$ cat src/dels_pkg.sv
// Types and constants of the double-ended list with search.
// Used by the interfaces, the top level and the checker; depends on nothing.
package dels_pkg;

	localparam int CAPACITY_DEF = 16;

	localparam int FUNC_W   = 3;
	localparam int VALUE_W  = 32;
	localparam int STATUS_W = 2;
	localparam int CLASS_W  = 2;
	localparam int COUNT_W  = 5;

	localparam int COUNT_MAX = 31;

	typedef enum logic [FUNC_W-1:0] {
		FUNC_PUSH_BACK  = 3'd0,
		FUNC_PUSH_FRONT = 3'd1,
		FUNC_POP_FRONT  = 3'd2,
		FUNC_POP_BACK   = 3'd3,
		FUNC_SEARCH     = 3'd4
	} dels_func_t;

	typedef enum logic [STATUS_W-1:0] {
		STATUS_DONE  = 2'd0,
		STATUS_EMPTY = 2'd1,
		STATUS_FULL  = 2'd2
	} dels_status_t;

	typedef enum logic [CLASS_W-1:0] {
		CLASS_ABSENT = 2'd0,
		CLASS_UNIQUE = 2'd1,
		CLASS_DUP    = 2'd2
	} dels_class_t;

	typedef enum logic {
		ST_IDLE,
		ST_SCAN
	} dels_state_t;

endpackage

$ cat src/dels_req_if.sv
// Request channel of the double-ended list: operation and value.
// Depends on dels_pkg for the field widths.
interface dels_req_if;
	logic                              valid;
	logic                              ready;
	logic [dels_pkg::FUNC_W-1:0]       func;
	logic signed [dels_pkg::VALUE_W-1:0] value;

	modport source (output valid, func, value, input ready);
	modport sink   (input valid, func, value, output ready);
endinterface

$ cat src/dels_rsp_if.sv
// Response channel of the double-ended list: status and search result.
// Depends on dels_pkg for the field widths.
interface dels_rsp_if;
	logic                          valid;
	logic                          ready;
	logic [dels_pkg::STATUS_W-1:0] status;
	logic [dels_pkg::CLASS_W-1:0]  match_class;
	logic [dels_pkg::COUNT_W-1:0]  match_count;

	modport source (output valid, status, match_class, match_count, input ready);
	modport sink   (input valid, status, match_class, match_count, output ready);
endinterface

$ cat src/double_ended_list_with_search.sv
// Top level of the bounded double-ended list with a match-counting search.
// Depends on dels_pkg, dels_req_if and dels_rsp_if.
//
//   channel  direction  word contents
//   req      in         func, value
//   rsp      out        status, match_class, match_count
//
// Pushes, pops, unknown operations and a search of an empty list load their word on acceptance;
// it is offered the next cycle. A search of a nonempty list holds the block until its scan ends,
// since the entry memory has one read port and is scanned one entry per cycle.
// Reset clears the pointers, the occupancy and the output valid flag; no memory clear is needed.
// A stalled response word holds in the output register and blocks only the next request.
module double_ended_list_with_search #(
	parameter int CAPACITY = dels_pkg::CAPACITY_DEF
) (
	input  logic            clk,
	input  logic            arst_n,
	dels_req_if.sink        req,
	dels_rsp_if.source      rsp
);

	localparam int IDX_W = $clog2(CAPACITY);
	localparam int CNT_W = $clog2(CAPACITY + 1);
	localparam int SUM_W = IDX_W + 1;
	localparam int SAT_W = (CNT_W > dels_pkg::COUNT_W) ? CNT_W : dels_pkg::COUNT_W;

	logic [dels_pkg::VALUE_W-1:0] entries_mem [CAPACITY];

	dels_pkg::dels_state_t state_q, state_d;
	logic [IDX_W-1:0] front_q, front_d;
	logic [CNT_W-1:0] occ_q, occ_d;

	logic [dels_pkg::VALUE_W-1:0] key_q;
	logic [CNT_W-1:0] issue_q;
	logic [IDX_W-1:0] slot_q;
	logic [CNT_W-1:0] cnt_q;
	logic [dels_pkg::VALUE_W-1:0] rd_data_s1;
	logic rd_valid_s1;

	logic res_valid_q;
	dels_pkg::dels_status_t res_status_q, res_status_d;
	dels_pkg::dels_class_t  res_class_q, res_class_d;
	logic [dels_pkg::COUNT_W-1:0] res_count_q, res_count_d;

	logic accept, res_free, res_load, scan_start, rd_en, mem_we;
	logic full, empty;
	logic [IDX_W-1:0] waddr;
	logic [SUM_W-1:0] back_sum;
	logic [IDX_W-1:0] back_slot, front_dec, front_inc;
	logic [SAT_W-1:0] cnt_wide;

	function automatic logic [IDX_W-1:0] slot_inc(input logic [IDX_W-1:0] s);
		return (s == IDX_W'(CAPACITY - 1)) ? '0 : s + 1'b1;
	endfunction

	assign res_free = !res_valid_q || rsp.ready;
	assign req.ready = (state_q == dels_pkg::ST_IDLE) && res_free;
	assign accept = req.valid && req.ready;

	assign full = (occ_q == CNT_W'(CAPACITY));
	assign empty = (occ_q == '0);

	assign back_sum = SUM_W'(front_q) + SUM_W'(occ_q);
	assign back_slot = (back_sum >= SUM_W'(CAPACITY)) ?
		IDX_W'(back_sum - SUM_W'(CAPACITY)) : back_sum[IDX_W-1:0];
	assign front_dec = (front_q == '0) ? IDX_W'(CAPACITY - 1) : front_q - 1'b1;
	assign front_inc = slot_inc(front_q);

	assign cnt_wide = SAT_W'(cnt_q);

	always_comb begin
		state_d = state_q;
		front_d = front_q;
		occ_d = occ_q;
		mem_we = 1'b0;
		waddr = back_slot;
		res_load = 1'b0;
		res_status_d = dels_pkg::STATUS_DONE;
		res_class_d = dels_pkg::CLASS_ABSENT;
		res_count_d = '0;
		scan_start = 1'b0;
		rd_en = 1'b0;
		unique case (state_q)
			dels_pkg::ST_IDLE: begin
				if (accept) begin
					unique case (req.func)
						dels_pkg::FUNC_PUSH_BACK: begin
							res_load = 1'b1;
							if (full) begin
								res_status_d = dels_pkg::STATUS_FULL;
							end else begin
								mem_we = 1'b1;
								waddr = back_slot;
								occ_d = occ_q + 1'b1;
							end
						end
						dels_pkg::FUNC_PUSH_FRONT: begin
							res_load = 1'b1;
							if (full) begin
								res_status_d = dels_pkg::STATUS_FULL;
							end else begin
								mem_we = 1'b1;
								waddr = front_dec;
								front_d = front_dec;
								occ_d = occ_q + 1'b1;
							end
						end
						dels_pkg::FUNC_POP_FRONT: begin
							res_load = 1'b1;
							if (empty) begin
								res_status_d = dels_pkg::STATUS_EMPTY;
							end else begin
								front_d = front_inc;
								occ_d = occ_q - 1'b1;
							end
						end
						dels_pkg::FUNC_POP_BACK: begin
							res_load = 1'b1;
							if (empty) begin
								res_status_d = dels_pkg::STATUS_EMPTY;
							end else begin
								occ_d = occ_q - 1'b1;
							end
						end
						dels_pkg::FUNC_SEARCH: begin
							if (empty) begin
								res_load = 1'b1;
							end else begin
								scan_start = 1'b1;
								state_d = dels_pkg::ST_SCAN;
							end
						end
						default: begin
							res_load = 1'b1;
						end
					endcase
				end
			end
			dels_pkg::ST_SCAN: begin
				rd_en = (issue_q != occ_q);
				if (!rd_en && !rd_valid_s1 && res_free) begin
					res_load = 1'b1;
					state_d = dels_pkg::ST_IDLE;
					if (cnt_q == '0) begin
						res_class_d = dels_pkg::CLASS_ABSENT;
					end else if (cnt_q == CNT_W'(1)) begin
						res_class_d = dels_pkg::CLASS_UNIQUE;
					end else begin
						res_class_d = dels_pkg::CLASS_DUP;
					end
					res_count_d = (cnt_wide > SAT_W'(dels_pkg::COUNT_MAX)) ?
						dels_pkg::COUNT_W'(dels_pkg::COUNT_MAX) :
						cnt_wide[dels_pkg::COUNT_W-1:0];
				end
			end
			default: begin
				state_d = dels_pkg::ST_IDLE;
			end
		endcase
	end

	always_ff @(posedge clk or negedge arst_n) begin
		if (!arst_n) begin
			state_q <= dels_pkg::ST_IDLE;
		end else begin
			state_q <= state_d;
		end
	end

	always_ff @(posedge clk or negedge arst_n) begin
		if (!arst_n) begin
			front_q <= '0;
			occ_q <= '0;
			issue_q <= '0;
			slot_q <= '0;
			cnt_q <= '0;
			rd_valid_s1 <= 1'b0;
			res_valid_q <= 1'b0;
		end else begin
			front_q <= front_d;
			occ_q <= occ_d;
			rd_valid_s1 <= rd_en;
			if (scan_start) begin
				issue_q <= '0;
				slot_q <= front_q;
				cnt_q <= '0;
			end else begin
				if (rd_en) begin
					issue_q <= issue_q + 1'b1;
					slot_q <= slot_inc(slot_q);
				end
				if (rd_valid_s1 && (rd_data_s1 == key_q)) begin
					cnt_q <= cnt_q + 1'b1;
				end
			end
			if (res_load) begin
				res_valid_q <= 1'b1;
			end else if (rsp.ready) begin
				res_valid_q <= 1'b0;
			end
		end
	end

	always_ff @(posedge clk) begin
		if (scan_start) begin
			key_q <= req.value;
		end
		if (res_load) begin
			res_status_q <= res_status_d;
			res_class_q <= res_class_d;
			res_count_q <= res_count_d;
		end
	end

	always_ff @(posedge clk) begin
		if (mem_we) begin
			entries_mem[waddr] <= req.value;
		end
		if (rd_en) begin
			rd_data_s1 <= entries_mem[slot_q];
		end
	end

	assign rsp.valid = res_valid_q;
	assign rsp.status = res_status_q;
	assign rsp.match_class = res_class_q;
	assign rsp.match_count = res_count_q;

endmodule

$ cat src/flat_wrapper.sv
// flat-port wrapper written by rule: the top's interface ports become plain ports
module double_ended_list_with_search_flat 
#(
	parameter int CAPACITY = dels_pkg::CAPACITY_DEF
)
  (clk, arst_n, req_valid, req_func, req_value, req_ready, rsp_valid, rsp_status, rsp_match_class, rsp_match_count, rsp_ready);
  dels_req_if req_i ();
  dels_rsp_if rsp_i ();
  input  logic clk;
  input  logic arst_n;
  input wire logic [$bits(req_i.valid)-1:0] req_valid;
  input wire logic [$bits(req_i.func)-1:0] req_func;
  input wire logic [$bits(req_i.value)-1:0] req_value;
  output wire logic [$bits(req_i.ready)-1:0] req_ready;
  output wire logic [$bits(rsp_i.valid)-1:0] rsp_valid;
  output wire logic [$bits(rsp_i.status)-1:0] rsp_status;
  output wire logic [$bits(rsp_i.match_class)-1:0] rsp_match_class;
  output wire logic [$bits(rsp_i.match_count)-1:0] rsp_match_count;
  input wire logic [$bits(rsp_i.ready)-1:0] rsp_ready;
  assign req_i.valid = req_valid;
  assign req_i.func = req_func;
  assign req_i.value = req_value;
  assign req_ready = req_i.ready;
  assign rsp_valid = rsp_i.valid;
  assign rsp_status = rsp_i.status;
  assign rsp_match_class = rsp_i.match_class;
  assign rsp_match_count = rsp_i.match_count;
  assign rsp_i.ready = rsp_ready;
  double_ended_list_with_search #(.CAPACITY(CAPACITY)) u_core (.clk(clk), .arst_n(arst_n), .req(req_i), .rsp(rsp_i));
endmodule
$ cat config.mk
export PLATFORM = sky130hd
export DESIGN_NAME = double_ended_list_with_search_flat
export DESIGN_NICKNAME = d
export VERILOG_FILES = /design/src/dels_pkg.sv /design/src/dels_req_if.sv /design/src/dels_rsp_if.sv /design/src/double_ended_list_with_search.sv /design/src/flat_wrapper.sv
export SDC_FILE = /design/constraint.sdc
export NUM_CORES = 1
export LEC_CHECK = 0
export ABC_AREA = 1
export BUFFER_PORTS_ARGS = -buffer_cell sky130_fd_sc_hd__buf_2
export CORE_MARGIN = 8
export CORE_UTILIZATION = 60
export DETAILED_ROUTE_END_ITERATION = 8
export PLACE_DENSITY = 0.81
export SLEW_MARGIN = 25
export SYNTH_ARGS = -nofsm -noshare
export SYNTH_HDL_FRONTEND = slang
export SYNTH_SLANG_ARGS = --single-unit
$ cat constraint.sdc
create_clock -name clk -period 7.1 [get_ports clk]
set_input_delay 1.42 -clock clk [delete_from_list [all_inputs] [get_ports clk]]
set_output_delay 1.42 -clock clk [all_outputs]
set_load 0.01 [all_outputs]
==> metrics.md <==
| Metric | Value |
|---|---|
| Status | finished clean |
| Top delay family on crit path | simple AND/OR/NAND/NOR gates |
| Req. time, crit path | 7.35 ns |
| DRT Pass-1 Iters | 6 |
| Max incr delay on CP | 0.59 ns |
| Startpoint types | primary input |
| Combinational Power Share | 0.287 |
| Initial DRC count | 1736 |
| Sw frac | 0.341 |
| Antenna violations before repair | 1 |
| Largest family of logic cells by synthesized area | compound AO/OA/AOI/OAI gates |
| H-tree depth | 2 |
| Post-cts hold buffer count | 0 |
| P per Cell Area | 378 nW/µm² |
| Root Buffer | clkbuf_16 |
| Register clock-pin slew on the reported worst setup and hold paths | 0.06 ns |
| Worst-Skew Late Latency | 0.62 ns |
| Cell Rows | 74 |
| Worst-margin pin slew | 1.02 ns |
| Cells along the critical path | buf_2 > nor2_1 > nor2_2 > nand2_2 > nor4_2 > nand3_1 > nor2_4 > buf_4 |
| Final hold slack | 0.537 ns |
| Vias in the first global route | 15100 |
| Synth-to-Final Area Change | 11.2% |
| RSZ-0062 raised after global routing | false |
| Int Pwr | 6.92 mW |
| Final net count | 1908 |
| Fraction of layout cells with a size suffix above 1 | 0.107 |
| Min cycle time layout | 3.63 ns |
| Die H | 220 µm |
| Worst vdd ir | 0.239 mV |
| Routed wire per std cell | 22.4 µm |
| Post-Synth Simple-Gate Area | 0.0851 |
| Setup bufs post-CTS | 0 |
| Setup Skew | 0.0287 ns |
| FMAX | 275 MHz |
| Synth Warn # | 0 |
| CTS max path bufs | 3 |
| First-pass GRT wire length | 83.9 mm |
| Gr usage total | 0.225 |
| Part of the power in the clock network | 0.277 |
| Fraction of the mapped netlist area in adder cells | 0.00863 |
| Tcrit/Tclk final | 0.511 |
| Post-layout util | 0.678 |
| Initial Util | 0.610 |
| Crit Path Class | primary input to flop |
| Remaining global-route overflow | 0 |
| Worst path slowest cell | nor2_4 |
| Vias | 15100 |
| Post-synthesis instance total | 1812 |
| Slew headroom | 0.318 |
| Leak | 9.68 nW |
| Clock sink total | 611 |
| Register area share after synthesis | 0.730 |
| Hold Vio Cnt, Final | 0 |
| Routability cong. | 0.794 |
| Drt drc | 0 |
| Netlist cell types | 42 |
| Final setup fails | 0 |
| Max Cap Viol | 0 |
| Io pins | 50 |
| Inserted Clock Buffers | 58 |
| Die Wd | 220 µm |
| WP data arrival | 3.88 ns |
| CP bufs+invs | 2 |
| Syn nets | 1867 |
| Largest net degree at the start of global routing | 113 |
| CTS tree | built |
| Compound-gate portion of the synthesized area | 0.0857 |
| PostCTS Resize Cnt | 0 |
| Yosys top cell by area | edfxtp_1 |
| Synth top area cells | edfxtp_1 (70%), mux2i_1 (4.1%), nor2_1 (3.7%) |
| Critical Path Fanout Max | 20 |
| Post-DP HPWL | 31.3 mm |
| CP Capture Type | flop |
| Cell Area, Synth | 24900 µm² |
| Die Area | 48400 µm² |
| Antenna Nets Post-Route | 0 |
| Psw | 3.59 mW |
| Synth top area share | 0.704 |
| Synth Area per Inst | 13.8 µm² |
| Setup TNS | 0 ns |
| Synth Area in XOR/XNOR | 0.0116 |
| Mux share of post-synthesis cell area | 0.0413 |
| Buffers on Ports | 49 |
| Core box area | 40900 µm² |
| Final Max Slew Viols | 0 |
| Register bit total from synthesis | 611 |
| Vias per cell | 6.22 |
| Register share of total power | 0.437 |
| Antenna Diode Count | 0 |
| Total Wirelength | 54.4 mm |
| Worst min path class | flop to flop |
tightest hold or removal path: cells and delay by family (launching register included):
kind          cells  cell delay, ns
flops             1            0.37
simple gates      2            0.13
cell families after synthesis:
family          Yosys count
buf+inv                 198
flops                   611
compound gates          333
mux                     103
fa+ha+maj                16
simple gates            518
xor+xnor                 33
layout by cell type (no fill, tap or decap), types with 11 or more instances in the layout:
cell type	count
xor2_1	20
o21ai_1	16
o211ai_1	53
buf_2	49
xnor2_1	13
clkbuf_16	59
o221ai_1	78
clkbuf_1	15
clkinv_1	18
edfxtp_1	585
o22ai_1	25
buf_16	14
nand3_1	80
nor2_1	229
nand2_1	173
clkinv_2	17
o21ai_0	153
ha_1	14
inv_1	81
mux2i_1	103
buf_4	11
inv_2	12
nor2_4	17
dfrtp_1	22
path summary, 6_finish.rpt:
kind                                        from                         to  slack, ns  depth (start not counted)
worst max-delay path                   rsp_ready  u_core.entries_mem[15][6]       3.47                          8
worst min-delay path             u_core.cnt_q[4]            u_core.cnt_q[4]       0.54                          2
worst max register to register  u_core.slot_q[0]      u_core.rd_data_s1[22]       3.67                          6
worst min register to register   u_core.cnt_q[4]            u_core.cnt_q[4]       0.54                          2
max in group asynchronous                 arst_n           u_core.slot_q[1]       5.79                          1
min in group asynchronous                 arst_n            u_core.occ_q[3]       0.82                          1
power groups by stage:
stage | clock network, mW | logic [mW] | registers [mW]
2_1_floorplan | 0 | 2.26 | 4.52
3_3_place_gp | 0 | 2.72 | 4.69
3_5_place_dp | 0 | 2.89 | 4.70
4_1_cts | 2.93 | 2.93 | 4.63
5_1_grt | 3.07 | 3.30 | 4.62
6_report | 2.91 | 3.01 | 4.58
synth_stat cells:
master / instances
inv_1: 82
nor2_2: 1
nor3_2: 1
nand2_4: 1
dfrtp_1: 26
nand2_1: 173
nor3_1: 3
o221ai_1: 78
buf_2: 19
buf_4: 2
o31ai_1: 1
xnor2_1: 13
a21oi_2: 1
nand2_2: 1
nand4_2: 1
o211ai_1: 53
nand3_1: 80
o21ai_0: 153
o22ai_1: 25
nor4_2: 1
a21oi_1: 4
o21ai_2: 2
xor2_1: 20
buf_8: 3
nor2_1: 245
mux2i_1: 103
buf_12: 4
clkbuf_1: 58
buf_6: 8
nand3b_1: 1
or2_1: 1
nor2_4: 1
buf_1: 3
inv_4: 1
nand3_2: 1
clkinv_1: 4
o21ai_1: 16
nand4_1: 7
fa_1: 2
inv_2: 14
edfxtp_1: 585
ha_1: 14
sequential cells by signal, indices dropped and copies added, names as in the netlist:
signal                  flops
u_core.issue_q              5
u_core.entries_mem        512
u_core.cnt_q                5
u_core.rd_valid_s1          1
u_core.rd_data_s1          32
u_core.rsp.valid            1
u_core.occ_q                5
u_core.rsp.match_count      5
u_core.state_q              1
u_core.key_q               32
u_core.rsp.match_class      2
u_core.front_q              4
u_core.slot_q               4
u_core.rsp.status           2
metrics by stage:
stage | setup slack, ns | power (mW) | std cells | cell area [µm²]
3_5_place_dp | 2.91 | 7.60 | 2324 | 26000
6_report | 3.47 | 10.5 | 2433 | 27800
3_3_place_gp | 2.94 | 7.40 | 2307 | 25500
5_1_grt | 3.32 | 11.0 | 2433 | 27800
2_1_floorplan | 2.99 | 6.78 | 1812 | 24900
4_1_cts | 3.52 | 10.5 | 2432 | 27700
area by class of cell:
| class | count | area, µm² |
|---|---|---|
| fillers | 2644 | 13200 |
| clock inverters | 34 | 235 |
| flip-flops and latches | 611 | 18200 |
| multi-input cells | 1003 | 5910 |
| repair buffers | 78 | 788 |
| well taps | 532 | 666 |
| inverters | 101 | 387 |
| clock buffers | 74 | 1530 |
per-layer routing:
metal,share of wire,GRT usage
met1,0.39,0.298
met2,0.49,0.372
met3,0.090,0.0358
met4,0.031,0.0882
met5,0.00026,0
No activity file was read; power rests on OpenSTA's default activity.
